--- src/hdl/mlr_pkg.sv ---
// ----------------------------------------------------------------------------
// mlr_pkg: shared definitions for the midpoint line rasterizer
// Operation codes, octant codes, register indexes, reset values and the
// status group passed from the core to the top level.
// ----------------------------------------------------------------------------
package mlr_pkg;

  // default coordinate width of target points and screen offsets
  localparam int COORD_BITS_DEF = 12;

  // configuration reset values
  localparam int CENTER_X_RESET = 320;
  localparam int CENTER_Y_RESET = 240;

  // configuration address: two 32-bit registers at byte addresses 0 and 4
  localparam int CFG_ADDR_BITS = 3;
  localparam int CFG_DATA_BITS = 32;

  typedef enum logic [0:0] {
    REG_CENTER_X = 1'b0,
    REG_CENTER_Y = 1'b1
  } reg_idx_t;

  // command codes on the input channel
  typedef enum logic [1:0] {
    OP_MOVE = 2'd0,
    OP_LINE = 2'd1,
    OP_TICK = 2'd2
  } op_t;

  // octant of the current line, counter-clockwise from the positive x axis
  typedef enum logic [2:0] {
    OCT_0 = 3'd0,
    OCT_1 = 3'd1,
    OCT_2 = 3'd2,
    OCT_3 = 3'd3,
    OCT_4 = 3'd4,
    OCT_5 = 3'd5,
    OCT_6 = 3'd6,
    OCT_7 = 3'd7
  } octant_t;

  // status of one processed word
  typedef struct packed {
    logic valid;       // the word produces a result
    logic last_pixel;  // final pixel of the line
    logic refused;     // command arrived while drawing
    logic drawing;     // a line walk is in progress
  } res_flags_t;

endpackage

--- src/hdl/mlr_if.sv ---
// ----------------------------------------------------------------------------
// mlr_in_if / mlr_out_if: valid-ready channels of the line rasterizer
// Command words come in on mlr_in_if, pixel words leave on mlr_out_if.
// ----------------------------------------------------------------------------
interface mlr_in_if import mlr_pkg::*; #(
  parameter int COORD_BITS = COORD_BITS_DEF
);
  logic                         valid;
  logic                         ready;
  logic [1:0]                   operation;
  logic signed [COORD_BITS-1:0] target_x;
  logic signed [COORD_BITS-1:0] target_y;

  modport source (output valid, output operation, output target_x, output target_y,
                  input ready);
  modport sink   (input valid, input operation, input target_x, input target_y,
                  output ready);
endinterface

interface mlr_out_if import mlr_pkg::*; #(
  parameter int COORD_BITS = COORD_BITS_DEF
);
  logic                         valid;
  logic                         ready;
  logic signed [COORD_BITS+1:0] pixel_x;
  logic signed [COORD_BITS+1:0] pixel_y;
  logic                         last_pixel;
  logic                         refused;

  modport source (output valid, output pixel_x, output pixel_y, output last_pixel,
                  output refused, input ready);
  modport sink   (input valid, input pixel_x, input pixel_y, input last_pixel,
                  input refused, output ready);
endinterface

--- src/hdl/midpoint_line_rasterizer_top.sv ---
// ----------------------------------------------------------------------------
// midpoint_line_rasterizer_top: pen-style midpoint line drawer
// Input register, command core and result register with APB configuration.
// ----------------------------------------------------------------------------
// A move word sets the pen, a line word loads the line from pen to target and
// moves the pen there, and each tick word then yields one screen pixel with a
// last flag on the final one (the endpoint is not drawn). The block takes one
// word per clock while the result register is free or being taken; a word
// passes through the input register and then the result register. The rate is
// set by the update of the walk and decision registers in the core; a stalled
// result holds the input register and drops in_ch.ready.
// Move and line words while a line is still being drawn come back as a
// refused result; idle ticks, and moves or lines while idle, return nothing.
// ----------------------------------------------------------------------------
module midpoint_line_rasterizer_top import mlr_pkg::*; #(
  parameter int COORD_BITS = COORD_BITS_DEF
) (
  input  logic                     clk,
  input  logic                     rst_n,
  mlr_in_if.sink                   in_ch,
  mlr_out_if.source                out_ch,
  input  logic                     psel,
  input  logic                     penable,
  input  logic                     pwrite,
  input  logic [CFG_ADDR_BITS-1:0] paddr,
  input  logic [CFG_DATA_BITS-1:0] pwdata,
  output logic [CFG_DATA_BITS-1:0] prdata,
  output logic                     pready
);

  localparam int P = COORD_BITS + 2;

  logic [COORD_BITS-1:0] center_x, center_y;

  // input register
  logic                         inq_valid_r, inq_valid_nxt;
  logic [1:0]                   op_r;
  logic signed [COORD_BITS-1:0] tx_r, ty_r;
  logic                         in_fire, proc_fire;

  // result register
  logic                out_valid_r, out_valid_nxt;
  logic signed [P-1:0] pixel_x_r, pixel_y_r;
  logic                last_r, refused_r;

  res_flags_t          core_flags;
  logic signed [P-1:0] core_px, core_py;

  mlr_cfg_regs #(
    .COORD_BITS (COORD_BITS)
  ) u_cfg_regs (
    .clk      (clk),
    .rst_n    (rst_n),
    .psel     (psel),
    .penable  (penable),
    .pwrite   (pwrite),
    .paddr    (paddr),
    .pwdata   (pwdata),
    .prdata   (prdata),
    .pready   (pready),
    .center_x (center_x),
    .center_y (center_y)
  );

  // advance the held word when the result slot frees up
  assign proc_fire   = inq_valid_r && (!out_valid_r || out_ch.ready);
  assign in_ch.ready = !inq_valid_r || proc_fire;
  assign in_fire     = in_ch.valid && in_ch.ready;

  always_comb begin
    inq_valid_nxt = inq_valid_r;
    if (in_fire)        inq_valid_nxt = 1'b1;
    else if (proc_fire) inq_valid_nxt = 1'b0;
  end

  always_ff @(posedge clk) begin
    if (!rst_n) begin
      inq_valid_r <= 1'b0;
    end else begin
      inq_valid_r <= inq_valid_nxt;
    end
  end

  always_ff @(posedge clk) begin
    if (in_fire) begin
      op_r <= in_ch.operation;
      tx_r <= in_ch.target_x;
      ty_r <= in_ch.target_y;
    end
  end

  mlr_core #(
    .COORD_BITS (COORD_BITS)
  ) u_core (
    .clk      (clk),
    .rst_n    (rst_n),
    .fire     (proc_fire),
    .op       (op_r),
    .tx       (tx_r),
    .ty       (ty_r),
    .center_x (center_x),
    .center_y (center_y),
    .flags    (core_flags),
    .pixel_x  (core_px),
    .pixel_y  (core_py)
  );

  // load the result slot, or drain it when taken
  always_comb begin
    out_valid_nxt = out_valid_r;
    if (proc_fire)         out_valid_nxt = core_flags.valid;
    else if (out_ch.ready) out_valid_nxt = 1'b0;
  end

  always_ff @(posedge clk) begin
    if (!rst_n) begin
      out_valid_r <= 1'b0;
    end else begin
      out_valid_r <= out_valid_nxt;
    end
  end

  always_ff @(posedge clk) begin
    if (proc_fire) begin
      pixel_x_r <= core_px;
      pixel_y_r <= core_py;
      last_r    <= core_flags.last_pixel;
      refused_r <= core_flags.refused;
    end
  end

  assign out_ch.valid      = out_valid_r;
  assign out_ch.pixel_x    = pixel_x_r;
  assign out_ch.pixel_y    = pixel_y_r;
  assign out_ch.last_pixel = last_r;
  assign out_ch.refused    = refused_r;

  // a refused word carries no pixel and no last flag
  a_refused_clean: assert property (@(posedge clk) disable iff (!rst_n)
    out_valid_r && refused_r |-> (pixel_x_r == '0) && (pixel_y_r == '0) && !last_r)
    else $error("refused word with pixel data");

  // a result only comes from a word that found a line in progress
  a_result_needs_line: assert property (@(posedge clk) disable iff (!rst_n)
    proc_fire && core_flags.valid |-> core_flags.drawing)
    else $error("result without a line in progress");

  // the last pixel ends the line
  a_last_ends_line: assert property (@(posedge clk) disable iff (!rst_n)
    proc_fire && core_flags.last_pixel |=> !core_flags.drawing)
    else $error("line still drawing after its last pixel");

  // a held word stays until the core takes it
  a_inq_holds: assert property (@(posedge clk) disable iff (!rst_n)
    inq_valid_r && !proc_fire |=> inq_valid_r && $stable(op_r) && $stable(tx_r))
    else $error("input word lost before processing");

endmodule

--- src/hdl/mlr_cfg_regs.sv ---
// ----------------------------------------------------------------------------
// mlr_cfg_regs: configuration registers
// APB-style slave holding the screen position of the logical origin.
// ----------------------------------------------------------------------------
module mlr_cfg_regs import mlr_pkg::*; #(
  parameter int COORD_BITS = COORD_BITS_DEF
) (
  input  logic                     clk,
  input  logic                     rst_n,
  input  logic                     psel,
  input  logic                     penable,
  input  logic                     pwrite,
  input  logic [CFG_ADDR_BITS-1:0] paddr,
  input  logic [CFG_DATA_BITS-1:0] pwdata,
  output logic [CFG_DATA_BITS-1:0] prdata,
  output logic                     pready,
  output logic [COORD_BITS-1:0]    center_x,
  output logic [COORD_BITS-1:0]    center_y
);

  logic [COORD_BITS-1:0] center_x_r, center_x_nxt;
  logic [COORD_BITS-1:0] center_y_r, center_y_nxt;
  logic                  wr_en;
  reg_idx_t              reg_idx;

  assign pready  = 1'b1;
  assign wr_en   = psel && penable && pwrite;
  assign reg_idx = reg_idx_t'(paddr[CFG_ADDR_BITS-1:2]);

  // decode the write
  always_comb begin
    center_x_nxt = center_x_r;
    center_y_nxt = center_y_r;
    if (wr_en) begin
      unique case (reg_idx)
        REG_CENTER_X: center_x_nxt = pwdata[COORD_BITS-1:0];
        REG_CENTER_Y: center_y_nxt = pwdata[COORD_BITS-1:0];
      endcase
    end
  end

  always_ff @(posedge clk) begin
    if (!rst_n) begin
      center_x_r <= COORD_BITS'(CENTER_X_RESET);
      center_y_r <= COORD_BITS'(CENTER_Y_RESET);
    end else begin
      center_x_r <= center_x_nxt;
      center_y_r <= center_y_nxt;
    end
  end

  // read back, zero extended
  always_comb begin
    unique case (reg_idx)
      REG_CENTER_X: prdata = CFG_DATA_BITS'(center_x_r);
      REG_CENTER_Y: prdata = CFG_DATA_BITS'(center_y_r);
    endcase
  end

  assign center_x = center_x_r;
  assign center_y = center_y_r;

endmodule

--- src/hdl/mlr_pixel_map.sv ---
// ----------------------------------------------------------------------------
// mlr_pixel_map: walk point to screen pixel
// Unfolds a first-octant walk point into logical coordinates, adds the
// origin column to x and subtracts logical y from the origin row.
// ----------------------------------------------------------------------------
module mlr_pixel_map import mlr_pkg::*; #(
  parameter int COORD_BITS = COORD_BITS_DEF
) (
  input  octant_t                      octant,
  input  logic signed [COORD_BITS:0]   walk_x,
  input  logic signed [COORD_BITS:0]   walk_y,
  input  logic [COORD_BITS-1:0]        center_x,
  input  logic [COORD_BITS-1:0]        center_y,
  output logic signed [COORD_BITS+1:0] pixel_x,
  output logic signed [COORD_BITS+1:0] pixel_y
);

  localparam int P = COORD_BITS + 2;

  logic signed [P-1:0] fx, fy, lx, ly;

  assign fx = P'(walk_x);
  assign fy = P'(walk_y);

  // undo the fold for the line's octant
  always_comb begin
    unique case (octant)
      OCT_0: begin lx = fx;  ly = fy;  end
      OCT_1: begin lx = fy;  ly = fx;  end
      OCT_2: begin lx = -fy; ly = fx;  end
      OCT_3: begin lx = -fx; ly = fy;  end
      OCT_4: begin lx = -fx; ly = -fy; end
      OCT_5: begin lx = -fy; ly = -fx; end
      OCT_6: begin lx = fy;  ly = -fx; end
      OCT_7: begin lx = fx;  ly = -fy; end
    endcase
  end

  // screen offset, y flipped; wraps at the field width
  assign pixel_x = $signed({2'b00, center_x}) + lx;
  assign pixel_y = $signed({2'b00, center_y}) - ly;

endmodule

--- src/hdl/mlr_core.sv ---
// ----------------------------------------------------------------------------
// mlr_core: pen and line walk state
// Handles move, line and tick commands: sets up the folded walk for a new
// line and advances the midpoint decision by one pixel per tick.
// ----------------------------------------------------------------------------
module mlr_core import mlr_pkg::*; #(
  parameter int COORD_BITS = COORD_BITS_DEF
) (
  input  logic                         clk,
  input  logic                         rst_n,
  input  logic                         fire,
  input  logic [1:0]                   op,
  input  logic signed [COORD_BITS-1:0] tx,
  input  logic signed [COORD_BITS-1:0] ty,
  input  logic [COORD_BITS-1:0]        center_x,
  input  logic [COORD_BITS-1:0]        center_y,
  output res_flags_t                   flags,
  output logic signed [COORD_BITS+1:0] pixel_x,
  output logic signed [COORD_BITS+1:0] pixel_y
);

  localparam int W = COORD_BITS + 1;  // walk coordinates
  localparam int P = COORD_BITS + 2;  // deltas and folded values
  localparam int S = COORD_BITS + 3;  // straight step
  localparam int D = COORD_BITS + 4;  // decision and diagonal step

  // state
  logic signed [COORD_BITS-1:0] pen_x_r, pen_x_nxt, pen_y_r, pen_y_nxt;
  logic                         drawing_r, drawing_nxt;
  octant_t                      octant_r, octant_nxt;
  logic signed [W-1:0]          walk_x_r, walk_x_nxt, walk_y_r, walk_y_nxt;
  logic signed [W-1:0]          end_x_r, end_x_nxt;
  logic signed [D-1:0]          decision_r, decision_nxt;
  logic signed [S-1:0]          straight_r, straight_nxt;
  logic signed [D-1:0]          diagonal_r, diagonal_nxt;

  // line setup
  logic signed [P-1:0] tx_e, ty_e, pen_x_e, pen_y_e;
  logic signed [P-1:0] dx, dy, ndx, ndy;
  octant_t             oct_pick;
  logic signed [P-1:0] fx1, fy1, fx2, a, b;
  logic signed [D-1:0] a_d, b_d, ab_d;

  // walk step
  logic signed [P-1:0] walk_x_inc;
  logic                last_cond;
  logic signed [P-1:0] px_raw, py_raw;
  logic                is_tick, is_cmd;

  function automatic logic signed [P-1:0] fold_x(octant_t oc, logic signed [P-1:0] x,
                                                 logic signed [P-1:0] y);
    unique case (oc)
      OCT_1, OCT_2: fold_x = y;
      OCT_3, OCT_4: fold_x = -x;
      OCT_5, OCT_6: fold_x = -y;
      OCT_0, OCT_7: fold_x = x;
    endcase
  endfunction

  function automatic logic signed [P-1:0] fold_y(octant_t oc, logic signed [P-1:0] x,
                                                 logic signed [P-1:0] y);
    unique case (oc)
      OCT_1, OCT_6: fold_y = x;
      OCT_2, OCT_5: fold_y = -x;
      OCT_4, OCT_7: fold_y = -y;
      OCT_0, OCT_3: fold_y = y;
    endcase
  endfunction

  assign tx_e    = P'(tx);
  assign ty_e    = P'(ty);
  assign pen_x_e = P'(pen_x_r);
  assign pen_y_e = P'(pen_y_r);
  assign dx      = tx_e - pen_x_e;
  assign dy      = ty_e - pen_y_e;
  assign ndx     = -dx;
  assign ndy     = -dy;

  // choose the octant by sign and magnitude; diagonals and axes tie as listed
  always_comb begin
    priority if (dy > 0) begin
      if (dx > 0) oct_pick = (dy >= dx) ? OCT_1 : OCT_0;
      else        oct_pick = (dy > ndx) ? OCT_2 : OCT_3;
    end else if (dy == 0) begin
      oct_pick = (dx < 0) ? OCT_4 : OCT_0;
    end else if (dx > 0) begin
      oct_pick = (ndy >= dx) ? OCT_6 : OCT_7;
    end else begin
      oct_pick = (dy >= dx) ? OCT_4 : OCT_5;
    end
  end

  // fold start, end and deltas into the first octant
  assign fx1  = fold_x(oct_pick, pen_x_e, pen_y_e);
  assign fy1  = fold_y(oct_pick, pen_x_e, pen_y_e);
  assign fx2  = fold_x(oct_pick, tx_e, ty_e);
  assign b    = fold_x(oct_pick, dx, dy);
  assign a    = fold_y(oct_pick, dx, dy);
  assign a_d  = D'(a);
  assign b_d  = D'(b);
  assign ab_d = a_d - b_d;

  // end of walk: the endpoint itself is not drawn
  assign walk_x_inc = P'(walk_x_r) + P'(1);
  assign last_cond  = (walk_x_inc >= P'(end_x_r));

  assign is_tick = (op == OP_TICK);
  assign is_cmd  = (op == OP_MOVE) || (op == OP_LINE);

  // next state
  always_comb begin
    pen_x_nxt    = pen_x_r;
    pen_y_nxt    = pen_y_r;
    drawing_nxt  = drawing_r;
    octant_nxt   = octant_r;
    walk_x_nxt   = walk_x_r;
    walk_y_nxt   = walk_y_r;
    end_x_nxt    = end_x_r;
    decision_nxt = decision_r;
    straight_nxt = straight_r;
    diagonal_nxt = diagonal_r;
    if (fire) begin
      unique case (op)
        OP_TICK: begin
          if (drawing_r) begin
            if (!decision_r[D-1] && (decision_r != '0)) begin
              walk_y_nxt   = walk_y_r + W'(1);
              decision_nxt = decision_r + diagonal_r;
            end else begin
              decision_nxt = decision_r + D'(straight_r);
            end
            walk_x_nxt  = walk_x_inc[W-1:0];
            drawing_nxt = !last_cond;
          end
        end
        OP_MOVE, OP_LINE: begin
          if (!drawing_r) begin
            pen_x_nxt = tx;
            pen_y_nxt = ty;
            if (op == OP_LINE) begin
              octant_nxt   = oct_pick;
              walk_x_nxt   = fx1[W-1:0];
              walk_y_nxt   = fy1[W-1:0];
              end_x_nxt    = fx2[W-1:0];
              decision_nxt = a_d + a_d - b_d;
              straight_nxt = S'(a_d + a_d);
              diagonal_nxt = ab_d + ab_d;
              drawing_nxt  = (fx1 < fx2);
            end
          end
        end
        default: begin
          // unused code: drop the word
        end
      endcase
    end
  end

  always_ff @(posedge clk) begin
    if (!rst_n) begin
      pen_x_r    <= '0;
      pen_y_r    <= '0;
      drawing_r  <= 1'b0;
      octant_r   <= OCT_0;
      walk_x_r   <= '0;
      walk_y_r   <= '0;
      end_x_r    <= '0;
      decision_r <= '0;
      straight_r <= '0;
      diagonal_r <= '0;
    end else begin
      pen_x_r    <= pen_x_nxt;
      pen_y_r    <= pen_y_nxt;
      drawing_r  <= drawing_nxt;
      octant_r   <= octant_nxt;
      walk_x_r   <= walk_x_nxt;
      walk_y_r   <= walk_y_nxt;
      end_x_r    <= end_x_nxt;
      decision_r <= decision_nxt;
      straight_r <= straight_nxt;
      diagonal_r <= diagonal_nxt;
    end
  end

  mlr_pixel_map #(
    .COORD_BITS (COORD_BITS)
  ) u_pixel_map (
    .octant   (octant_r),
    .walk_x   (walk_x_r),
    .walk_y   (walk_y_r),
    .center_x (center_x),
    .center_y (center_y),
    .pixel_x  (px_raw),
    .pixel_y  (py_raw)
  );

  // status of this word; a refusal carries zero pixel fields
  assign flags.valid      = fire && drawing_r && (is_tick || is_cmd);
  assign flags.last_pixel = is_tick && drawing_r && last_cond;
  assign flags.refused    = is_cmd && drawing_r;
  assign flags.drawing    = drawing_r;

  assign pixel_x = flags.refused ? '0 : px_raw;
  assign pixel_y = flags.refused ? '0 : py_raw;

endmodule
--- src/flat_wrapper.sv ---
// flat-port wrapper written by rule: the top's interface ports become plain ports
module midpoint_line_rasterizer_top_flat import mlr_pkg::*;
#(
  parameter int COORD_BITS = COORD_BITS_DEF
)
  (clk, rst_n, psel, penable, pwrite, paddr, pwdata, prdata, pready, in_ch_valid, in_ch_operation, in_ch_target_x, in_ch_target_y, in_ch_ready, out_ch_valid, out_ch_pixel_x, out_ch_pixel_y, out_ch_last_pixel, out_ch_refused, out_ch_ready);
  mlr_in_if #(.COORD_BITS(COORD_BITS)) in_ch_i ();
  mlr_out_if #(.COORD_BITS(COORD_BITS)) out_ch_i ();
  input  logic clk;
  input  logic rst_n;
  input  logic psel;
  input  logic penable;
  input  logic pwrite;
  input  logic [CFG_ADDR_BITS-1:0] paddr;
  input  logic [CFG_DATA_BITS-1:0] pwdata;
  output logic [CFG_DATA_BITS-1:0] prdata;
  output logic pready;
  input wire logic [$bits(in_ch_i.valid)-1:0] in_ch_valid;
  input wire logic [$bits(in_ch_i.operation)-1:0] in_ch_operation;
  input wire logic [$bits(in_ch_i.target_x)-1:0] in_ch_target_x;
  input wire logic [$bits(in_ch_i.target_y)-1:0] in_ch_target_y;
  output wire logic [$bits(in_ch_i.ready)-1:0] in_ch_ready;
  output wire logic [$bits(out_ch_i.valid)-1:0] out_ch_valid;
  output wire logic [$bits(out_ch_i.pixel_x)-1:0] out_ch_pixel_x;
  output wire logic [$bits(out_ch_i.pixel_y)-1:0] out_ch_pixel_y;
  output wire logic [$bits(out_ch_i.last_pixel)-1:0] out_ch_last_pixel;
  output wire logic [$bits(out_ch_i.refused)-1:0] out_ch_refused;
  input wire logic [$bits(out_ch_i.ready)-1:0] out_ch_ready;
  assign in_ch_i.valid = in_ch_valid;
  assign in_ch_i.operation = in_ch_operation;
  assign in_ch_i.target_x = in_ch_target_x;
  assign in_ch_i.target_y = in_ch_target_y;
  assign in_ch_ready = in_ch_i.ready;
  assign out_ch_valid = out_ch_i.valid;
  assign out_ch_pixel_x = out_ch_i.pixel_x;
  assign out_ch_pixel_y = out_ch_i.pixel_y;
  assign out_ch_last_pixel = out_ch_i.last_pixel;
  assign out_ch_refused = out_ch_i.refused;
  assign out_ch_i.ready = out_ch_ready;
  midpoint_line_rasterizer_top #(.COORD_BITS(COORD_BITS)) u_core (.clk(clk), .rst_n(rst_n), .in_ch(in_ch_i), .out_ch(out_ch_i), .psel(psel), .penable(penable), .pwrite(pwrite), .paddr(paddr), .pwdata(pwdata), .prdata(prdata), .pready(pready));
endmodule
--- config.mk ---
export PLATFORM = sky130hd
export DESIGN_NAME = midpoint_line_rasterizer_top_flat
export DESIGN_NICKNAME = d
export VERILOG_FILES = /design/src/hdl/mlr_pkg.sv /design/src/hdl/mlr_if.sv /design/src/hdl/midpoint_line_rasterizer_top.sv /design/src/hdl/mlr_cfg_regs.sv /design/src/hdl/mlr_pixel_map.sv /design/src/hdl/mlr_core.sv /design/src/flat_wrapper.sv
export SDC_FILE = /design/constraint.sdc
export NUM_CORES = 1
export LEC_CHECK = 0
export BUFFER_PORTS_ARGS = -buffer_cell sky130_fd_sc_hd__buf_2
export CORE_UTILIZATION = 55
export DETAILED_ROUTE_END_ITERATION = 16
export PLACE_DENSITY = 0.74
export SLEW_MARGIN = 10
export SYNTH_ARGS = -nofsm -noshare
export SYNTH_HDL_FRONTEND = slang
export SYNTH_SLANG_ARGS = --single-unit
--- constraint.sdc ---
create_clock -name clk -period 14 [get_ports clk]
set_input_delay 2.1 -clock clk [delete_from_list [all_inputs] [get_ports clk]]
set_output_delay 2.1 -clock clk [all_outputs]
set_load 0.01 [all_outputs]
* Yosys cells after proc, flatten, opt, wreduce, memory -nomap -nowiden
Cells that the tools add are included.
Word-level totals: input bits 68, register bits after elaboration 196, word-level logic and storage cells 160, output and inout bits 65
Cells by class: mux-type cells 39, eq/ne operators 20, bitwise logic cells 2, add/subtract/negate cells 20, magnitude comparators 8, reduce and logical (&&, ||, !) cells 50
Operators with widths (number):
- case mux 14 bit (4 select lines) | 6
- two-way mux 13 bit | 7
- two-way mux 16 bit | 4
- case mux 32 bit (2 select lines) | 1
- negator 12 -> 14 bit | 4
- negator 13 -> 14 bit | 4
- case mux 13 bit (2 select lines) | 2
- case mux 13 bit (4 select lines) | 1
- OR reduction 2 bit | 17
- zero test 32 bit | 1
- case mux 16 bit (2 select lines) | 1
- greater-or-equal comparator 14 x 13 -> 1 bit | 2
- greater-than comparator 13 x 1 -> 1 bit, second input constant | 2
- subtractor 12 x 12 -> 13 bit | 2
- equality test 3 bit, second input constant | 8
- adder 15 x 15 -> 16 bit | 1
- adder 16 x 15 -> 16 bit | 1
- adder 16 bit | 1
- nonzero test 16 bit | 1
- subtractor 15 x 14 -> 16 bit | 1
- adder 14 x 14 -> 15 bit | 1
- subtractor 14 x 14 -> 15 bit | 1
- adder 13 x 14 -> 14 bit | 1
- adder 13 x 2 -> 14 bit, second input constant | 1
- other kinds (28) | 68

* Longest topological paths before layout
Gate-level depths: netlist of run 1.
word-level depth 15, gate-level depth with buffers 40, depth with buffers taken out 39

* Hierarchy
A second synthesis of run 1 with hierarchy kept.
Unflattened totals: cells, all modules 2447, area total of the unflattened synthesis 18844.3 µm²
By module, submodules not included:
- mlr_core | area an instance 13045.0 µm², cells an instance 1824, sequential area each 2242.2 µm², instances 1
- mlr_pixel_map | area an instance 2745.1 µm², cells an instance 423, sequential area each 0.0 µm², instances 1
- midpoint_line_rasterizer_top | area an instance 1789.2 µm², cells an instance 66, sequential area each 1721.7 µm², instances 1
- mlr_cfg_regs | area an instance 1265.0 µm², cells an instance 134, sequential area each 480.5 µm², instances 1

* Worst setup path after synthesis of run 1
OpenSTA, ideal clock, no wires.
path type flip-flop to flip-flop, start point register u_core.ty_r[0], end point register u_core.u_core.diagonal_r[15], arrival time 7943 ps, data required time 13863 ps, slack 5920 ps, buffers on the path 2, library setup time 137 ps, cell stages (with the launch flop) 37, clock period less this slack 8080 ps, cell sequence edfxtp_1 inv_1 ha_1 fa_1 nand2b_1 a21oi_1 xor2_1 or3_1 nor3_1 nand3_1 nor3_1 a21oi_1 ha_1 or3b_2 o41ai_1 nand2_1 a211oi_1 a211oi_1 clkbuf_1 clkbuf_1 a222oi_1 a21boi_0 inv_1 fa_1 nor2b_1 o21ai_0 a21oi_1 o21ai_0 a21boi_0 o21ai_0 a21oi_1 o21ai_0 a21oi_1 o21a_1 o21ai_0 nand2_1 a31oi_1
On the way: cells in the longest elaborated chain, start to end 12, elaborated cells on any way between the ends 35, classes of those cells add/sub: 4; order compare: 4; eq/ne: 7; mux: 10; reduce/logical: 10
Ends and longest elaborated chain:
- start: declaration | line midpoint_line_rasterizer_top.sv:38 | logic signed [COORD_BITS-1:0] tx_r, ty_r;
- start signal: assignment | line midpoint_line_rasterizer_top.sv:88 | ty_r <= in_ch.target_y;
- subtractor 12 x 12 -> 13 bit * | line mlr_core.sv:75 | assign dy = ty_e - pen_y_e;
- negator 13 -> 14 bit | line mlr_core.sv:55, mlr_core.sv:65, mlr_core.sv:77
- greater-or-equal comparator 14 x 13 -> 1 bit | line mlr_core.sv:87 | oct_pick = (ndy >= dx) ? OCT_6 : OCT_7;
- two-way mux 1 bit | line mlr_core.sv:87
- two-way mux 2 bit | line mlr_core.sv:86 | end else if (dx > 0) begin
- two-way mux 3 bit | line mlr_core.sv:84 | end else if (dy == 0) begin
- two-way mux 3 bit | line mlr_core.sv:81 | priority if (dy > 0) begin
- equality test 3 x 2 -> 1 bit (tied with other cells) | line mlr_core.sv:52, mlr_core.sv:62
- OR reduction 2 bit, on equally long branches | line mlr_core.sv:62, mlr_core.sv:52
- case mux 14 bit (4 select lines), on equally long branches | line mlr_core.sv:62, mlr_core.sv:52
- subtractor 14 x 14 -> 15 bit * | line mlr_core.sv:101 | assign ab_d = a_d - b_d;
- adder 15 x 15 -> 16 bit * | line mlr_core.sv:147 | diagonal_nxt = ab_d + ab_d;
- end signal: assignment | line mlr_core.sv:181 | diagonal_r <= diagonal_nxt;
- end: declaration | line mlr_core.sv:35 | logic signed [D-1:0] diagonal_r, diagonal_nxt;
Mark *: on every way between the ends. The rest lies on a longest branch, timed or not. A chain may end at the register's enable or synchronous reset.

* Final worst setup path of run 1
start point register u_core.ty_r[0], end point register u_core.u_core.diagonal_r[14]
On the way: cells in the longest elaborated chain, start to end 12, elaborated cells on any way between the ends 35, classes of those cells add/sub: 4; order compare: 4; eq/ne: 7; mux: 10; reduce/logical: 10
Ends and longest elaborated chain:
- subtractor 12 x 12 -> 13 bit * | line mlr_core.sv:75
- negator 13 -> 14 bit | line mlr_core.sv:65, mlr_core.sv:77
- greater-or-equal comparator 14 x 13 -> 1 bit | line mlr_core.sv:87
- two-way mux 1 bit | line mlr_core.sv:87
- two-way mux 2 bit | line mlr_core.sv:86
- two-way mux 3 bit | line mlr_core.sv:84
- two-way mux 3 bit | line mlr_core.sv:81
- equality test 3 x 2 -> 1 bit (tied with other cells) | line mlr_core.sv:62 | unique case (oc)
- OR reduction 2 bit | line mlr_core.sv:62
- case mux 14 bit (4 select lines) * | line mlr_core.sv:62
- net u_core.u_core.a[1] | line mlr_core.sv:41 | logic signed [P-1:0] fx1, fy1, fx2, a, b;
- subtractor 14 x 14 -> 15 bit * | line mlr_core.sv:101
- adder 15 x 15 -> 16 bit * | line mlr_core.sv:147
Mark *: on every way through the listed nets, which the timed path passes. The rest lies on a longest branch.

==> flow_results.org, run 1 <==
** Layout
- Cells with a size suffix above 1 make up 9.09% of the layout.
- Layout filler cell count :: 2911
- 0 antenna diodes ended up in the layout.
- Final cell utilization of the core :: 60.5%
- Relative to the synthesized area, the layout overhead comes to 6.92%.
- At the end of the flow, the number of nets in the layout was 2646.

** Placement
- Routability-driven placement finished with a final weighted congestion of 0.968.
- Post-DP HPWL :: 42900 um
- In this run the tool buffered the top-level ports with 89 buffer cells.
- Place WS :: 3.82 ns

** Floorplan
- Effective utilization at floorplan :: 56.5%
- Die Span X :: 183 um
- DIE HEIGHT :: 183 um
- Standard-cell row count :: 65
- 133 I/O pins were placed.
- The core region is 31900 sq um.
- The die covers 33500 sq um.

** Timing
- Setup violations remaining at the end of the flow were counted as 0.
- Timing-limited maximum frequency :: 0.0946 GHz
- For the final database, setup skew stands at 0.0212 ns.
- Headroom to the max-slew limit :: 12.4%
- Setup repair after global routing left no endpoint under its margin.
- Final worst path period need :: 10.57 ns
- Final hold viol count :: 0
- After layout, the worst setup slack is 3.43 ns.
- Summed negative setup slack over all endpoints :: 0 ns
- The worst path uses 75.5% of the clock period.
- The number of pins with negative max-slew slack in the final report was 0.
- Slew at the pin with the worst max-slew slack :: 1.30 ns

** Setup path
- At the worst endpoint, the required time is 14.35 ns.
- Cell repeated most along the worst path :: sky130_fd_sc_hd__a21oi_1
- Along the worst path, the maximum fanout reaches 14.
- Slowest cell on crit path :: sky130_fd_sc_hd__a21oi_1
- STA classifies the critical path startpoint as a flip-flop.
- The worst setup path is captured at a flip-flop.
- Path type of the worst setup path :: reg -> reg
- Data on the critical path arrives at its endpoint at 10.93 ns.
- CP peak stage delay :: 0.85 ns

** Logic synthesis
- A synthesized cell averages 7.51 sq um.
- Async S/R FF share, synth :: 0%
- Sequential elements use 24.7% of the synthesized area.
- Synthesis inferred 194 register bits.
- Yosys mapped a number of flops with a built-in enable equal to 56.
- Number of distinct library cell variants in the gate-level netlist after synthesis :: 92
- Synthesis produced a netlist whose cell count is 2401.
- For this run, the number of Yosys warnings is 0.
- Among all flip-flop cells after synthesis, the most frequent one is sky130_fd_sc_hd__dfxtp_1.
- In this run the cell area of the synthesized design comes to 18000 sq um.

** Clock network
- After clock tree synthesis, the clock-pin slew on the worst setup and hold paths is 0.09 ns.
- Counting the buffers created by CTS gives 17.
- The later pin in the worst-skew pair is clocked with a latency of 0.47 ns.
- Post-CTS Setup Repair Bufs :: 0
- Clk Tree Root Cell :: sky130_fd_sc_hd__clkbuf_16
- Cells resized by post-CTS repair :: 0
- Max Root-Sink Buffers :: 2
- The number of hold buffers added after CTS was 0.
- TritonCTS built the clock tree.
- The H-tree was split into 4 levels.
- CTS sink count :: 194

** Global route
- For this run the aggregate overflow at the end of global routing stands at 0.
- Number of antenna violations at the first check in global routing :: 0
- Pin count of the biggest net entering global routing :: 82
- Overall Global Routing Usage :: 34.0%
- First-pass GRT wire length :: 90300 um
- The number of global-route vias before repair came to 16670.

** Detailed routing
- After the first detailed-routing iteration, the DRC count stood at 2045.
- After detailed routing, the number of remaining DRC violations is 0.
- Via count of the routed design :: 18285
- Vias per Instance :: 6.41
- In the final routed layout, each cell accounts on average for 20.0 um.
- Final routed wirelength across all metal layers :: 57200 um
- In this run the remaining antenna-violating nets after routing total 0.
- The pre-antenna-repair detailed-routing pass consisted of 6 iterations.

** Run status
- Result of the run :: complete, no violations

** Job
- Max-cap violations in this run came to 0.

** Power and ir drop
- IR analysis of the VDD net gives a maximum drop of 0.0831 mV.
- Cell leakage power :: 7.63 nW
- Power spread over the standard cell area amounts to 152 nW/um^2.

** Min path
- Hold Path Class :: reg -> reg
-- layout by cell type, fill, tap and decap left out, types with 13 or more instances in the layout --
master,synthesis,layout
sky130_fd_sc_hd__a211oi_1,44,43
sky130_fd_sc_hd__a21o_1,26,26
sky130_fd_sc_hd__a21oi_1,273,273
sky130_fd_sc_hd__a31oi_1,24,24
sky130_fd_sc_hd__and2_1,14,13
sky130_fd_sc_hd__and3_1,15,15
sky130_fd_sc_hd__buf_2,6,89
sky130_fd_sc_hd__buf_4,21,31
sky130_fd_sc_hd__clkbuf_16,0,17
sky130_fd_sc_hd__conb_1,2,21
sky130_fd_sc_hd__dfxtp_1,138,138
sky130_fd_sc_hd__edfxtp_1,56,56
sky130_fd_sc_hd__ha_1,165,165
sky130_fd_sc_hd__inv_1,130,130
sky130_fd_sc_hd__mux2_2,28,28
sky130_fd_sc_hd__nand2_1,277,277
sky130_fd_sc_hd__nand2b_1,21,21
sky130_fd_sc_hd__nand3_1,71,71
sky130_fd_sc_hd__nand4_1,23,23
sky130_fd_sc_hd__nor2_1,213,208
sky130_fd_sc_hd__nor2b_1,25,25
sky130_fd_sc_hd__nor3_1,81,80
sky130_fd_sc_hd__o211ai_1,27,27
sky130_fd_sc_hd__o21a_1,14,14
sky130_fd_sc_hd__o21ai_0,149,148
sky130_fd_sc_hd__o21bai_1,19,19
sky130_fd_sc_hd__or3_1,42,42
sky130_fd_sc_hd__xnor2_1,92,92
sky130_fd_sc_hd__xor2_1,32,32
-- cell families (layout without fill, tap and decap cells) --
kind of cell	after synthesis	count (layout)	synth area share [%]
compound gates	739	739	25.9
xor+xnor	124	124	6.02
fa+ha+maj	172	172	12.2
buf+inv	286	285	6.52
flops	194	194	24.7
mux	39	39	2.50
other cells	2	21	0.0417
simple gates	845	845	22.2
-- sequential cells by signal, summed over array words and instances (netlist names), 13 cells and up --
name                      cells
u_core.out_ch.pixel_y        14
u_core.u_core.decision_r     16
u_core.u_core.walk_x_r       13
u_core.u_core.end_x_r        13
u_core.out_ch.pixel_x        14
u_core.u_core.diagonal_r     15
u_core.u_core.straight_r     14
u_core.u_core.walk_y_r       13
-- critical path, delay by kind of cell (launching register included) --
| kind | cells | cell delay [ns] |
|---|---|---|
| adder cells (fa/ha/maj) | 4 | 1.34 |
| AND/OR/NAND/NOR | 13 | 3.93 |
| flip-flops | 1 | 0.55 |
| buffers and inverters | 2 | 0.26 |
| XOR/XNOR | 1 | 0.49 |
| AO/OA/AOI/OAI | 16 | 3.90 |
-- final cells by class --
type / count / area, sq um / share of cell area [%]
flip-flops and latches: 194 / 4440 / 23.1
clock buffers: 17 / 425 / 2.21
repair buffers: 120 / 678 / 3.52
inverters: 133 / 499 / 2.59
clock inverters: 15 / 160 / 0.831
well taps: 435 / 544 / 2.82
multi-input cells: 1940 / 12500 / 65.0
-- through the flow --
stage / hold WS (ns) / cell area [sq um] / std cells / total power (W)
floorplan: 0.428 / 18100 / 2420 / 0.00190
global placement: 0.437 / 18700 / 2822 / 0.00233
detailed placement: 0.443 / 18700 / 2822 / 0.00238
CTS: 0.456 / 19300 / 2854 / 0.00288
global route: 0.478 / 19300 / 2854 / 0.00312
finish: 0.456 / 19300 / 2854 / 0.00292
-- synth_stat cells (8+ instances only) --
library cell | instances | area, sq um
sky130_fd_sc_hd__dfxtp_1 | 138 | 2760
sky130_fd_sc_hd__a21oi_1 | 273 | 1370
sky130_fd_sc_hd__nor3_1 | 81 | 405
sky130_fd_sc_hd__nand3b_1 | 11 | 82.6
sky130_fd_sc_hd__nand4_1 | 23 | 144
sky130_fd_sc_hd__a211oi_1 | 44 | 330
sky130_fd_sc_hd__xnor2_1 | 92 | 806
sky130_fd_sc_hd__buf_4 | 21 | 158
sky130_fd_sc_hd__clkbuf_1 | 114 | 428
sky130_fd_sc_hd__and3_1 | 15 | 93.8
sky130_fd_sc_hd__o21ai_0 | 149 | 746
sky130_fd_sc_hd__a22oi_1 | 11 | 82.6
sky130_fd_sc_hd__nor2_1 | 213 | 800
sky130_fd_sc_hd__ha_1 | 165 | 2060
sky130_fd_sc_hd__nand3_1 | 71 | 355
sky130_fd_sc_hd__a21o_1 | 26 | 195
sky130_fd_sc_hd__or3_1 | 42 | 263
sky130_fd_sc_hd__xor2_1 | 32 | 280
sky130_fd_sc_hd__o211ai_1 | 27 | 203
sky130_fd_sc_hd__mux2_2 | 28 | 315
sky130_fd_sc_hd__and2_1 | 14 | 87.6
sky130_fd_sc_hd__nor3b_1 | 8 | 60.1
sky130_fd_sc_hd__a31oi_1 | 24 | 150
sky130_fd_sc_hd__a221oi_1 | 10 | 87.6
sky130_fd_sc_hd__edfxtp_1 | 56 | 1680
sky130_fd_sc_hd__nor4_1 | 11 | 68.8
sky130_fd_sc_hd__o31ai_1 | 9 | 67.6
sky130_fd_sc_hd__o22ai_1 | 11 | 68.8
sky130_fd_sc_hd__o221ai_1 | 8 | 70.1
sky130_fd_sc_hd__mux2i_1 | 9 | 90.1
sky130_fd_sc_hd__nor2b_1 | 25 | 156
sky130_fd_sc_hd__buf_1 | 10 | 37.5
sky130_fd_sc_hd__nand2b_1 | 21 | 131
sky130_fd_sc_hd__o21bai_1 | 19 | 143
sky130_fd_sc_hd__o21a_1 | 14 | 105
sky130_fd_sc_hd__inv_1 | 130 | 488
sky130_fd_sc_hd__nand2_1 | 277 | 1040
-- where the power goes --
| part | internal, W | switching, W |
|---|---|---|
| Clock | 0.000240 | 0.000256 |
| Combinational | 0.000643 | 0.00114 |
| Sequential | 0.000612 | 0.0000361 |
-- layer usage --
metal | routed length [um] | track usage (%)
met5 | 0 | 0
met4 | 2510 | 16.1
met3 | 4920 | 5.18
met2 | 25600 | 54.4
met1 | 24100 | 44.9
-- path summary, 6_finish.rpt --
kind | start | endpoint | slack [ns] | cells past startpoint
max | u_core.ty_r[0] | u_core.u_core.diagonal_r[14] | 3.43 | 36
min | u_core.u_core.diagonal_r[12] | u_core.u_core.diagonal_r[12] | 0.46 | 2
max reg2reg | u_core.ty_r[0] | u_core.u_core.diagonal_r[14] | 3.43 | 36
min reg2reg | u_core.u_core.diagonal_r[12] | u_core.u_core.diagonal_r[12] | 0.46 | 2
(Power assumes the default switching activity.)
==> inputs of run 2 (changes only) <==
Settings changed: PLACE_DENSITY 0.74 to 0.77.
Clock period 14 ns to 9.4 ns, I/O delays scaled along.
==> run 2 against run 1 <==
- hold slack better by 0.0035 ns
- setup slack worse by 2.9 ns
- clock skew is 0.0016 ns lower
- sequential cell count stayed put
- maximum frequency is 19% higher
- sequential power is 49% higher
- core utilization is 0.73 points higher
- wire length is 2.1% higher
- combinational power is 53% higher
- count of clock-buffer cells in the layout is 1 higher
- via count is 1.1% higher
- clock power is 51% higher
- critical endpoint is now u_core.u_core.diagonal_r[15]
- highest routed layer unchanged
==> flow_results.org, run 2 (synthesis gave the netlist of run 1 again) <==
** Floorplan
- The die outline area is 33500 sq um (unchanged).
- Standard-cell row count :: 65 (unchanged)
- DIE HEIGHT :: 183 um (unchanged)
- The top-level port count is 133 (unchanged).
- Effective utilization at floorplan :: 56.5% (unchanged)
- The core outline area was 31900 sq um (unchanged).
- The horizontal die dimension is 183 um (unchanged).

** Setup path
- Number of cells on the worst reg-to-reg path :: 36 (unchanged)
- The endpoint required time on the critical path is 9.80 ns (-4.55 ns).
- The number of cells on the critical path is 36 (unchanged).
- The biggest cell delay along the critical path came to 0.77 ns (-0.08 ns).
- The data arrival time of the critical path is 9.27 ns (-1.66 ns).
- STA classifies the critical path endpoint as a flip-flop.
- The setup path with the least slack is of type reg -> reg.
- The worst register-to-register path begins at u_core.tx_r[0].
- Slowest cell on crit path :: sky130_fd_sc_hd__o21ai_0
- Buffers & Inverters on Critical Path :: 4 (+2)
- Launching instance or port of the critical path :: u_core.tx_r[0]
- Counting stages on the worst path, the most repeated cell is sky130_fd_sc_hd__o21ai_0.
- Crit-path leading delay family :: compound AO/OA/AOI/OAI gates
- Max Fanout on Critical Path :: 10 (-4)
- STA classifies the critical path startpoint as a flip-flop.

** Global route
- Total overflow reported by the global router :: 0 (unchanged)
- Number of antenna violations at the first check in global routing :: 0 (unchanged)
- Pin count of the biggest net entering global routing :: 66 (-20%)
- The first-pass GRT wire length was 91400 um (+1.2%).
- Busiest layer in global routing :: met2
- Met3 routing resource usage after global routing :: 5.40% (+0.22 points)
- The fraction of met2 tracks used by global routing is 56.6% (+2.3 points).
- The met1 demand-to-capacity share in global routing came to 45.0% (+0.072 points).
- The number of global-route vias before repair is 16898 (+1.4%).
- The combined global-route utilization of all metal layers is 34.6% (+0.55 points).

** Timing
- Final worst path period need :: 8.87 ns (-1.70 ns)
- The slack of the critical path was 0.527 ns (-2.90 ns).
- The number of pins with negative max-slew slack in the final report is 0 (unchanged).
- The setup TNS is 0 ns (unchanged).
- The setup clock skew after layout came to 0.0196 ns (-0.00163 ns).
- The total setup violations reported at the end of the flow came to 0 (unchanged).
- The number of failing hold endpoints at the final stage is 0 (unchanged).
- Setup repair after global routing left no endpoint under its margin.
- Headroom to the max-slew limit :: 22.8% (+10 points)
- The post-route clock period utilization was 94.4% (+19 points).
- Timing-limited maximum frequency :: 0.113 GHz (+19%)
- The transition at the pin with the smallest max-transition slack is 1.16 ns (-0.139 ns).

** Layout
- The flip-flop count of the largest register, all copies and words added was 16 (unchanged).
- In the final layout, the registers with the most flip-flops are u_core.u_core.decision_r x16, u_core.u_core.diagonal_r x15.
- Layout filler cell count :: 2883 (-0.96%)
- In the layout the commonest cells are sky130_fd_sc_hd__nand2_1 (277), sky130_fd_sc_hd__a21oi_1 (273), sky130_fd_sc_hd__nor2_1 (208).
- Leaving out fill and tap cells, the most frequent cell in the layout is sky130_fd_sc_hd__nand2_1.
- Area of combinational cells with multiple inputs :: 12500 sq um (+0.11%)
- Area taken by flip-flops and latches :: 4440 sq um (unchanged)
- Final cell utilization of the core :: 61.2% (+0.73 points)
- Number of diodes :: 0 (unchanged)
- The register with the most flip-flops in the final layout is u_core.u_core.decision_r.
- The net count reported at finish is 2672 (+0.98%).
- Share of post-route cells with drive strength above 1 :: 10.1% (+1.0 points)
- The area growth from synthesis to layout is 8.21%.
- The non-filler instance count after layout is 2880 (+0.91%).

** Min path
- Cell count of the worst hold path :: 2 (unchanged)
- The startpoint identified for the worst hold timing path is u_core.u_core.diagonal_r[5].
- Hold Path Class :: reg -> reg

** Detailed routing
- The number of nets with antenna violations after routing came to 0 (unchanged).
- The number of design rule violations left after detail routing came to 0 (unchanged).
- The total length of routed wires came to 58400 um (+2.1%).
- The number of vias per cell came to 6.42 (+0.19%).
- The total number of vias was 18486 (+1.1%).
- The number of DRC markers after the initial detailed-route iteration was 2221 (+8.6%).
- Count of TritonRoute iterations in the first routing pass :: 6 (unchanged)
- Wire length per cell :: 20.3 um (+1.2%)

** Clock network
- The clock-pin slew on the worst setup and hold paths was 0.09 ns (about the same).
- CTS sink count :: 194 (unchanged)
- The largest buffer count on any clock path is 2 (unchanged).
- Clk Tree Root Cell :: sky130_fd_sc_hd__clkbuf_16
- TritonCTS Buffers :: 17 (unchanged)
- Post-CTS Setup Repair Bufs :: 0 (unchanged)
- Number of H-tree levels :: 4 (unchanged)
- Clock latency reported for the late side of the worst-skew pair :: 0.47 ns (about the same)
- Number of buffers inserted for hold repair after clock tree synthesis :: 0 (unchanged)
- CTS tree :: done
- The number of gates given a new drive strength after cts came to 0 (unchanged).

** Run status
- Result of the run :: complete, no violations

** Placement
- The worst-case setup slack after placement came to 0.558 ns (-3.26 ns).
- The quantity of I/O buffers inserted on ports came to 89 (unchanged).
- The total half-perimeter wirelength after legalization and detailed placement is 44000 um (+2.5%).
- Dpl cells :: 2848 (+0.92%)
- The weighted congestion reported at the end of routability-driven placement is 0.968 (about the same).

** Power and ir drop
- The power density over the cells came to 228 nW/um^2 (+50%).
- Worst voltage drop across the vdd grid :: 0.152 mV (+83%)
- Cell leakage power :: 7.78 nW (+1.9%)

** Job
- The count of max-cap constraint violations was 0 (unchanged).
run 2: path summary, 6_finish.rpt:
kind | endpoint | slack (ns)
hold reg to reg | u_core.u_core.diagonal_r[5] | 0.46
setup reg to reg | u_core.u_core.diagonal_r[15] | 0.53
setup / recovery | u_core.u_core.diagonal_r[15] | 0.53
hold / removal | u_core.u_core.diagonal_r[5] | 0.46
run 2: worst min-delay path: cells and delay by family, from the launching register on:
kind,cells,cell delay [ns]
simple gates,1,0.05
compound gates,1,0.05
flops,1,0.32
run 2: where the power goes:
part	switching [W]	internal (W)	total (W)	leakage [nW]
Sequential	0.0000514	0.000912	0.000963	1.66
Clock	0.000369	0.000380	0.000749	0.288
Combinational	0.00171	0.00102	0.00273	5.83
run 2: cell type report:
class / instances / share of cell area [%]
clock buffers: 18 / 2.20
clock inverters: 14 / 0.859
inverters: 133 / 2.56
multi-input cells: 1940 / 64.3
flip-flops and latches: 194 / 22.8
well taps: 435 / 2.79
repair buffers: 146 / 4.54
run 2: layer usage:
layer | share of wire, % | wire length, um
met1 | 41 | 24000
met5 | 0 | 0
met3 | 8.9 | 5200
met2 | 46 | 26900
met4 | 3.8 | 2250
run 2: metrics by stage:
stage | power [W] | instance area [sq um] | hold slack [ns]
6_report | 0.00444 | 19500 | 0.459
5_1_grt | 0.00473 | 19500 | 0.483
4_1_cts | 0.00437 | 19500 | 0.457
3_5_place_dp | 0.00362 | 18900 | 0.446
3_3_place_gp | 0.00353 | 18900 | 0.436
2_1_floorplan | 0.00284 | 18100 | 0.428
